**config.mk**
```make
export PLATFORM = sky130hd
export DESIGN_NAME = scatter_gather_copy_planner
export DESIGN_NICKNAME = d
export VERILOG_FILES = /design/src/sv/sgcp_pkg.sv /design/src/sv/sgcp_list.sv /design/src/sv/sgcp_seq.sv /design/src/sv/scatter_gather_copy_planner.sv
export SDC_FILE = /design/constraint.sdc
export NUM_CORES = 2
export LEC_CHECK = 0
export BUFFER_PORTS_ARGS = -buffer_cell sky130_fd_sc_hd__buf_2
export CORE_MARGIN = 2
export CORE_UTILIZATION = 50
export DETAILED_ROUTE_END_ITERATION = 10
export HOLD_SLACK_MARGIN = 0.15
export PLACE_DENSITY_LB_ADDON = 0.1
export REMOVE_ABC_BUFFERS = 1
export SLEW_MARGIN = 20
export SYNTH_ARGS = -nofsm -noshare
export SYNTH_HDL_FRONTEND = slang
export SYNTH_HIERARCHICAL = 1
export SYNTH_SLANG_ARGS = --single-unit
```
**constraint.sdc**
```tcl
create_clock -name clk -period 31.7 [get_ports clk]
set_input_delay 6.34 -clock clk [delete_from_list [all_inputs] [get_ports clk]]
set_output_delay 6.34 -clock clk [all_outputs]
set_load 0.02 [all_outputs]
```
**src/sv/sgcp_pkg.sv**
```systemverilog
// ----------------------------------------------------------------------------
// sgcp_pkg
// Shared types and constants for the scatter-gather copy planner: command
// codes, the input and result word layouts and the list entry layout.
// ----------------------------------------------------------------------------
package sgcp_pkg;

  // command codes
  localparam logic [1:0] CMD_LOAD_SRC = 2'd0;
  localparam logic [1:0] CMD_LOAD_DST = 2'd1;
  localparam logic [1:0] CMD_RUN      = 2'd2;

  // field widths
  localparam int ADDR_W  = 48;
  localparam int LEN_W   = 24;
  localparam int COUNT_W = 31;

  // a run emits at most this many segments
  localparam int MAX_RESULTS = 32;
  localparam int NRES_W      = $clog2(MAX_RESULTS + 1);

  typedef struct packed {
    logic [1:0]         cmd;
    logic [ADDR_W-1:0]  entry_addr;
    logic [LEN_W-1:0]   entry_len;
    logic [COUNT_W-1:0] start_offset;
    logic [COUNT_W-1:0] byte_count;
  } sgcp_in_t;

  typedef struct packed {
    logic [ADDR_W-1:0]  seg_src_addr;
    logic [ADDR_W-1:0]  seg_dst_addr;
    logic [LEN_W-1:0]   seg_len;
    logic [COUNT_W-1:0] total_copied;
    logic               last;
  } sgcp_out_t;

  // one scatter-gather list entry
  typedef struct packed {
    logic [ADDR_W-1:0] addr;
    logic [LEN_W-1:0]  len;
  } list_entry_t;

endpackage

```
**src/sv/sgcp_list.sv**
```systemverilog
// ----------------------------------------------------------------------------
// sgcp_list
// Storage for one scatter-gather list: one write port, one read port with
// registered read data.
// ----------------------------------------------------------------------------
module sgcp_list #(
  parameter int DEPTH = 16,
  parameter int IDX_W = 4
) (
  input  logic                  clk,
  input  logic                  wr_en,
  input  logic [IDX_W-1:0]      wr_idx,
  input  sgcp_pkg::list_entry_t wr_entry,
  input  logic [IDX_W-1:0]      rd_idx,
  output sgcp_pkg::list_entry_t rd_entry
);
  import sgcp_pkg::*;

  list_entry_t mem [DEPTH];

  // write port
  always_ff @(posedge clk) begin
    if (wr_en) begin
      mem[wr_idx] <= wr_entry;
    end
  end

  // registered read port
  always_ff @(posedge clk) begin
    rd_entry <= mem[rd_idx];
  end

endmodule

```
**src/sv/sgcp_seq.sv**
```systemverilog
// ----------------------------------------------------------------------------
// sgcp_seq
// Run sequencer: skips source entries covered by the start offset, then
// walks both lists one segment per step, holding back one segment so the
// final one can be flagged last. Drives the result output register.
// ----------------------------------------------------------------------------
module sgcp_seq #(
  parameter int CNT_W = 5,
  parameter int IDX_W = 4
) (
  input  logic                  clk,
  input  logic                  rst,
  input  logic                  start,
  input  logic [sgcp_pkg::COUNT_W-1:0] run_offset,
  input  logic [sgcp_pkg::COUNT_W-1:0] run_count,
  input  logic [CNT_W-1:0]      src_cnt,
  input  logic [CNT_W-1:0]      dst_cnt,
  input  sgcp_pkg::list_entry_t src_rd,
  input  sgcp_pkg::list_entry_t dst_rd,
  output logic [IDX_W-1:0]      src_idx,
  output logic [IDX_W-1:0]      dst_idx,
  output logic                  busy,
  output logic                  done,
  output logic                  out_valid,
  input  logic                  out_ready,
  output sgcp_pkg::sgcp_out_t   out_word
);
  import sgcp_pkg::*;

  typedef enum logic [2:0] {
    IDLE, SKIP_RD, SKIP, WALK_RD, REM, STEP, FINISH
  } state_t;

  state_t             state;
  logic [CNT_W-1:0]   si;
  logic [CNT_W-1:0]   di;
  logic [COUNT_W-1:0] soff;
  logic [LEN_W-1:0]   doff;
  logic [COUNT_W-1:0] count;
  logic [COUNT_W-1:0] total;
  logic [NRES_W-1:0]  nres;
  logic [LEN_W-1:0]   srem;
  logic [LEN_W-1:0]   drem;
  logic [ADDR_W-1:0]  seg_sa;
  logic [ADDR_W-1:0]  seg_da;
  logic               hold_valid;
  sgcp_out_t          hold;

  logic               out_free;
  logic               walk_ok;
  logic [COUNT_W-1:0] chunk_w;
  logic [LEN_W-1:0]   chunk;
  logic [COUNT_W-1:0] total_next;
  logic [NRES_W-1:0]  nres_next;
  logic               stall;
  logic               push;
  sgcp_out_t          push_word;

  assign src_idx  = si[IDX_W-1:0];
  assign dst_idx  = di[IDX_W-1:0];
  assign busy     = (state != IDLE);
  assign out_free = !out_valid || out_ready;
  assign done     = (state == FINISH) && out_free;
  assign walk_ok  = (si < src_cnt) && (di < dst_cnt) && (count != '0);

  // segment length: smallest of remaining count, source and destination
  always_comb begin
    chunk_w = count;
    if ({{(COUNT_W-LEN_W){1'b0}}, srem} < chunk_w) begin
      chunk_w = {{(COUNT_W-LEN_W){1'b0}}, srem};
    end
    if ({{(COUNT_W-LEN_W){1'b0}}, drem} < chunk_w) begin
      chunk_w = {{(COUNT_W-LEN_W){1'b0}}, drem};
    end
    chunk      = chunk_w[LEN_W-1:0];
    total_next = total + chunk_w;
    nres_next  = nres + NRES_W'(1);
    // a new segment needs the held one pushed out first
    stall      = (chunk != '0) && hold_valid && !out_free;
    // output register load: held segment on a new step, or the final word
    push       = ((state == STEP) && !stall && (chunk != '0) && hold_valid) || done;
    push_word  = hold_valid ? hold : '0;
    push_word.last = (state == FINISH);
  end

  always_ff @(posedge clk) begin
    if (rst) begin
      state      <= IDLE;
      out_valid  <= 1'b0;
      hold_valid <= 1'b0;
    end else begin
      // output register: load a new word or drop the one taken
      out_valid <= push || (out_valid && !out_ready);
      if (push) begin
        out_word <= push_word;
      end
      unique case (state)
        IDLE: begin
          if (start) begin
            si         <= '0;
            di         <= '0;
            soff       <= run_offset;
            doff       <= '0;
            count      <= run_count;
            total      <= '0;
            nres       <= '0;
            hold_valid <= 1'b0;
            state      <= SKIP_RD;
          end
        end
        SKIP_RD: begin
          state <= SKIP;
        end
        // pass over whole source entries covered by the offset
        SKIP: begin
          if ((soff != '0) && (si < src_cnt) &&
              ({{(COUNT_W-LEN_W){1'b0}}, src_rd.len} <= soff)) begin
            soff  <= soff - {{(COUNT_W-LEN_W){1'b0}}, src_rd.len};
            si    <= si + CNT_W'(1);
            state <= SKIP_RD;
          end else begin
            state <= WALK_RD;
          end
        end
        WALK_RD: begin
          state <= REM;
        end
        // remaining bytes of both entries and segment addresses
        REM: begin
          if (!walk_ok) begin
            state <= FINISH;
          end else begin
            srem   <= ({{(COUNT_W-LEN_W){1'b0}}, src_rd.len} > soff) ?
                      (src_rd.len - soff[LEN_W-1:0]) : '0;
            drem   <= (dst_rd.len > doff) ? (dst_rd.len - doff) : '0;
            seg_sa <= src_rd.addr + {{(ADDR_W-COUNT_W){1'b0}}, soff};
            seg_da <= dst_rd.addr + {{(ADDR_W-LEN_W){1'b0}}, doff};
            state  <= STEP;
          end
        end
        // emit one segment and advance both lists
        STEP: begin
          if (!stall) begin
            if (chunk != '0) begin
              hold_valid <= 1'b1;
              hold       <= '{seg_src_addr: seg_sa, seg_dst_addr: seg_da,
                              seg_len: chunk, total_copied: total_next,
                              last: 1'b0};
              total      <= total_next;
              nres       <= nres_next;
            end
            count <= count - chunk_w;
            if (srem == chunk) begin
              si   <= si + CNT_W'(1);
              soff <= '0;
            end else begin
              soff <= soff + chunk_w;
            end
            if (drem == chunk) begin
              di   <= di + CNT_W'(1);
              doff <= '0;
            end else begin
              doff <= doff + chunk;
            end
            if ((chunk != '0) && (nres_next == NRES_W'(MAX_RESULTS))) begin
              state <= FINISH;
            end else begin
              state <= WALK_RD;
            end
          end
        end
        // final word: held segment flagged last, or the empty-run word
        FINISH: begin
          if (out_free) begin
            hold_valid <= 1'b0;
            state      <= IDLE;
          end
        end
        default: begin
          state <= IDLE;
        end
      endcase
    end
  end

endmodule

```
**src/sv/scatter_gather_copy_planner.sv**
```systemverilog
// ----------------------------------------------------------------------------
// scatter_gather_copy_planner
// Loads source and destination scatter-gather lists and plans copy segments.
// ----------------------------------------------------------------------------
// A load word (source or destination) appends to its list; loads into a
// full list and unused commands are dropped. A run word holds in_ready low
// from the cycle after it is accepted until its final result has been taken
// into the output register: it reads and compares each source entry skipped
// by the start offset and the one that ends the skip, then for each walk
// step reads both lists, computes remainders and addresses and selects the
// segment, then makes the check that ends the walk (not made when the run
// stops at 32 segments) and emits the final word, and it waits while the
// output register stays full because the consumer stalls. Every run ends
// with exactly one word flagged last and empties both lists.
// ----------------------------------------------------------------------------
module scatter_gather_copy_planner #(
  parameter int MAX_ENTRIES = 16
) (
  input  logic                clk,
  input  logic                rst,
  input  logic                in_valid,
  output logic                in_ready,
  input  sgcp_pkg::sgcp_in_t  in_word,
  output logic                out_valid,
  input  logic                out_ready,
  output sgcp_pkg::sgcp_out_t out_word
);
  import sgcp_pkg::*;

  localparam int CNT_W = $clog2(MAX_ENTRIES + 1);
  localparam int IDX_W = (MAX_ENTRIES > 1) ? $clog2(MAX_ENTRIES) : 1;

  logic [CNT_W-1:0] src_cnt;
  logic [CNT_W-1:0] dst_cnt;
  logic             accept;
  logic             src_wr;
  logic             dst_wr;
  logic             run_start;
  logic             busy;
  logic             done;
  logic [IDX_W-1:0] src_idx;
  logic [IDX_W-1:0] dst_idx;
  list_entry_t      wr_entry;
  list_entry_t      src_rd;
  list_entry_t      dst_rd;

  assign in_ready  = !busy;
  assign accept    = in_valid && in_ready;
  assign src_wr    = accept && (in_word.cmd == CMD_LOAD_SRC) &&
                     (src_cnt < CNT_W'(MAX_ENTRIES));
  assign dst_wr    = accept && (in_word.cmd == CMD_LOAD_DST) &&
                     (dst_cnt < CNT_W'(MAX_ENTRIES));
  assign run_start = accept && (in_word.cmd == CMD_RUN);
  assign wr_entry  = '{addr: in_word.entry_addr, len: in_word.entry_len};

  // fill counts; a finished run empties both lists
  always_ff @(posedge clk) begin
    if (rst) begin
      src_cnt <= '0;
      dst_cnt <= '0;
    end else if (done) begin
      src_cnt <= '0;
      dst_cnt <= '0;
    end else begin
      if (src_wr) begin
        src_cnt <= src_cnt + CNT_W'(1);
      end
      if (dst_wr) begin
        dst_cnt <= dst_cnt + CNT_W'(1);
      end
    end
  end

  sgcp_list #(
    .DEPTH (MAX_ENTRIES),
    .IDX_W (IDX_W)
  ) u_src_list (
    .clk      (clk),
    .wr_en    (src_wr),
    .wr_idx   (src_cnt[IDX_W-1:0]),
    .wr_entry (wr_entry),
    .rd_idx   (src_idx),
    .rd_entry (src_rd)
  );

  sgcp_list #(
    .DEPTH (MAX_ENTRIES),
    .IDX_W (IDX_W)
  ) u_dst_list (
    .clk      (clk),
    .wr_en    (dst_wr),
    .wr_idx   (dst_cnt[IDX_W-1:0]),
    .wr_entry (wr_entry),
    .rd_idx   (dst_idx),
    .rd_entry (dst_rd)
  );

  sgcp_seq #(
    .CNT_W (CNT_W),
    .IDX_W (IDX_W)
  ) u_seq (
    .clk        (clk),
    .rst        (rst),
    .start      (run_start),
    .run_offset (in_word.start_offset),
    .run_count  (in_word.byte_count),
    .src_cnt    (src_cnt),
    .dst_cnt    (dst_cnt),
    .src_rd     (src_rd),
    .dst_rd     (dst_rd),
    .src_idx    (src_idx),
    .dst_idx    (dst_idx),
    .busy       (busy),
    .done       (done),
    .out_valid  (out_valid),
    .out_ready  (out_ready),
    .out_word   (out_word)
  );

endmodule
```
==> results.py <==
metrics = {
    "sta": {
        "rsz0062_at_grt": "false",
        "setup_tns_ns": 0,
        "maxSlewViolCount": 0,
        "fin_crit_sh": 0.331,
        "fin_crit_ns": 10.49,
        "slew_headroom": 0.268,
        "fmax_mhz": 95.3,
        "hold_ws_ns": 0.412,
        "tightestPinTransition_ns": 1.10,
        "fin_worst_skew_ns": 0.0593,
        "hold_viol_final": 0,
        "setup_violations": 0,
    },
    "placed_design": {
        "post_dp_cell_area_um2": 131000,
        "place_hpwl_um": 219000,
        "gp_congestion": 0.911,
        "portBuffers": 293,
        "placedCellCount": 10561,
    },
    "cells_and_area": {
        "fillers": 18957,
        "fin_util": 0.567,
        "nNetsFinal": 8014,
        "syn_to_final_growth_pct": 12.7,
        "fin_area_um2": 141000,
        "finish.cell_count_without_fillers": 11163,
        "drive_above_1_share": 0.202,
    },
    "floorplanning": {
        "pin_count": 294,
        "fp-row-count": 183,
        "start_util": 0.504,
        "die_w_um": 505,
        "die_height_um": 505,
        "fp.dieArea_um2": 255000,
        "design.core.area_um2": 249000,
    },
    "routing": {
        "wl_met1_um": 148000,
        "ant_nets": 1,
        "routed_wl_um": 344000,
        "top_layer_used": "met5",
        "drc": 0,
        "avgRoutedWirePerCell_um": 30.8,
        "dr_wl_met3_um": 24200,
        "num_vias": 68283,
        "vias_per_cell": 6.12,
        "dr.pass1.iters": 5,
        "drtIter0Drc": 7403,
        "dr_wl_met2_um": 162000,
    },
    "synth": {
        "synth_top_flop_cell": "edfxtp_1",
        "synth_area_um2": 125000,
        "synth_top_family_by_area": "multiplexers",
        "synthCells": 7076,
        "yosysMostFrequentCell": "edfxtp_1",
        "synth_top_cells_by_area": "edfxtp_1, mux4_2, ha_1, dfxtp_1, a22oi_1",
        "yosys.area_share.adder": 0.0315,
        "synth_top_area_frac": 0.691,
        "yosys.area.top_type": "edfxtp_1",
        "synth_compound_area_frac": 0.0584,
        "yosys_warnings": 6,
        "synth-simple-area-share": 0.0511,
        "seq_area_frac_synth": 0.716,
        "ys_ff_latch": 3043,
        "syn_area_per_cell_um2": 17.7,
        "yosys-top-cells-count": "edfxtp_1, mux4_2, nand2_1, a22oi_1, ha_1",
        "synth-xor-area-share": 0.0183,
        "ys_async_sr_fraction": 0,
        "synth_edf_count": 2884,
        "synth_mux_area_frac": 0.106,
        "synth_cell_types": 86,
    },
    "clock_tree": {
        "numCtsBuffers": 331,
        "clock_latency_ns": 0.96,
        "cts_tree": "done",
        "cts_max_path_buffers": 4,
        "cts_sinks": 3043,
        "ctsHoldBuffers": 0,
        "clockRootBuffer": "clkbuf_16",
        "h-tree-depth": 5,
        "post_cts_buffers": 0,
        "clk_pin_slew_ns": 0.06,
        "post_cts_resize_count": 0,
    },
    "power_and_ir_drop": {
        "p_leak_nw": 48.1,
        "irDropWorstVdd_mv": 0.0684,
        "p_per_area_nw_per_um2": 65.6,
    },
    "worst_setup_path": {
        "crit_required_ns": 32.34,
        "cp_data_arrival_time_ns": 11.13,
        "crit_path_top_delay_cell": "mux2i_1",
        "cp_max_fo": 55,
        "critPathMaxStageDelay_ns": 0.63,
        "crit_path_end_kind": "register",
        "critPathKind": "reg2reg",
        "cp-start-kind": "register",
    },
    "global_route": {
        "gr-total-overflow": 0,
        "grtUsageTotal": 0.268,
        "grt_max_degree": 129,
        "grt_pass1_vias": 67005,
        "grt_pass1_wl_um": 492000,
        "antenna_found_initial": 35,
    },
    "min_path": {
        "hold_path_class": "reg2reg",
    },
    "outcome": {
        "violations": "antenna violations",
        "outcome": "complete, but fails checks",
    },
    "flow_run": {
        "maxCapViolCount": 0,
    },
}
==> layer usage <==
layer | global-route usage | vias up
met2 | 0.422 | 2687
li1 | - | 29245
met4 | 0.0745 | 12
met3 | 0.0427 | 437
met5 | 0 | -
met1 | 0.390 | 35902
==> layout by cell type, fill, tap and decap left out, drive strengths merged, types with 18 or more instances in the layout <==
master and count:
clkbuf 432, a21oi 211, nor3 81, diode 21, edfxtp 2884, nand2b 44
and2 198, dfxtp 159, mux4 576, o21a 56, o31ai 20, a31oi 24
or3 26, inv 205, or2 37, o21bai 18, nand2 360, xnor2 160
o211ai 18, nor2 232, bufinv 20, xor2 102, buf 432, conb 18
a21o 85, a21boi 19, ha 301, nand3 85, a22oi 311, nor2b 43
a211oi 58, nand4 36, clkinv 111, nor4 33, and3 57, mux2i 29
o21ai 183
==> power breakdown <==
group | switching, W | internal, W
Combinational | 0.000642 | 0.000390
Sequential | 0.0000778 | 0.00449
Clock | 0.00153 | 0.00213
==> worst paths after layout <==
check                        start        endpoint  slack (ns)  cells past startpoint
setup / recovery   u_seq/count[17]  u_seq/soff[30]       21.21                     36
hold / removal    u_seq/seg_da[28]  u_seq/hold[84]        0.41                      0
setup reg to reg   u_seq/count[17]  u_seq/soff[30]       21.21                     36
hold reg to reg   u_seq/seg_da[28]  u_seq/hold[84]        0.41                      0
==> layout make-up <==
type                       instances  area [um2]  area share
antenna                           21        52.6    0.000372
clock buffer                     432        8890      0.0629
clock inverter                   149        1280     0.00906
inverter                         194         728     0.00516
sequential                      3043       89800       0.636
tap                             3330        4170      0.0295
timing repair buffer             432        2620      0.0186
multi-input combinational       3562       33700       0.238
==> kinds of logic (layout without fill, tap and decap cells) <==
| kind of cell | Yosys count | after routing |
|---|---|---|
| other | 2 | 39 |
| muxes | 607 | 607 |
| AOI/OAI and AO/OA | 1088 | 1088 |
| and+or+nand+nor | 1277 | 1277 |
| buffers and inverters | 487 | 1207 |
| xor gates and xnor gates | 262 | 262 |
| adders and majority gates | 310 | 310 |
| DFF | 3043 | 3043 |
==> sequential cells by signal (all words and copies together) (netlist names) <==
| name | cells |
|---|---|
| u_seq/out_word | 152 |
| u_seq/out_valid | 1 |
| u_seq/srem | 24 |
| u_seq/count | 31 |
| src_cnt | 5 |
| u_seq/hold | 151 |
| u_seq/di | 5 |
| u_src_list/mem | 1152 |
| u_seq/drem | 24 |
| u_seq/si | 5 |
| dst_cnt | 5 |
| u_src_list/rd_entry | 72 |
| u_seq/hold_valid | 1 |
| u_seq/seg_sa | 48 |
| u_seq/nres | 6 |
| u_seq/soff | 31 |
| u_seq/total | 31 |
| u_dst_list/mem | 1152 |
| u_seq/state | 3 |
| u_seq/seg_da | 48 |
| u_dst_list/rd_entry | 72 |
| u_seq/doff | 24 |
==> through the flow <==
stage | worst slack [ns] | power [W]
floorplan | 8.86 | 0.00539
global placement | 21.28 | 0.00567
detailed placement | 21.30 | 0.00568
CTS | 21.27 | 0.00933
global route | 20.76 | 0.00958
finish | 21.21 | 0.00927
==> critical path, delay by kind of cell (launching register included) <==
kind | cells | cell delay, ns
xor gates and xnor gates | 1 | 0.17
DFF | 1 | 0.54
and+or+nand+nor | 4 | 0.98
muxes | 1 | 0.63
buffers and inverters | 3 | 0.88
adders and majority gates | 3 | 1.09
AOI/OAI and AO/OA | 24 | 5.84
Power figures use the tool's default switching activity.
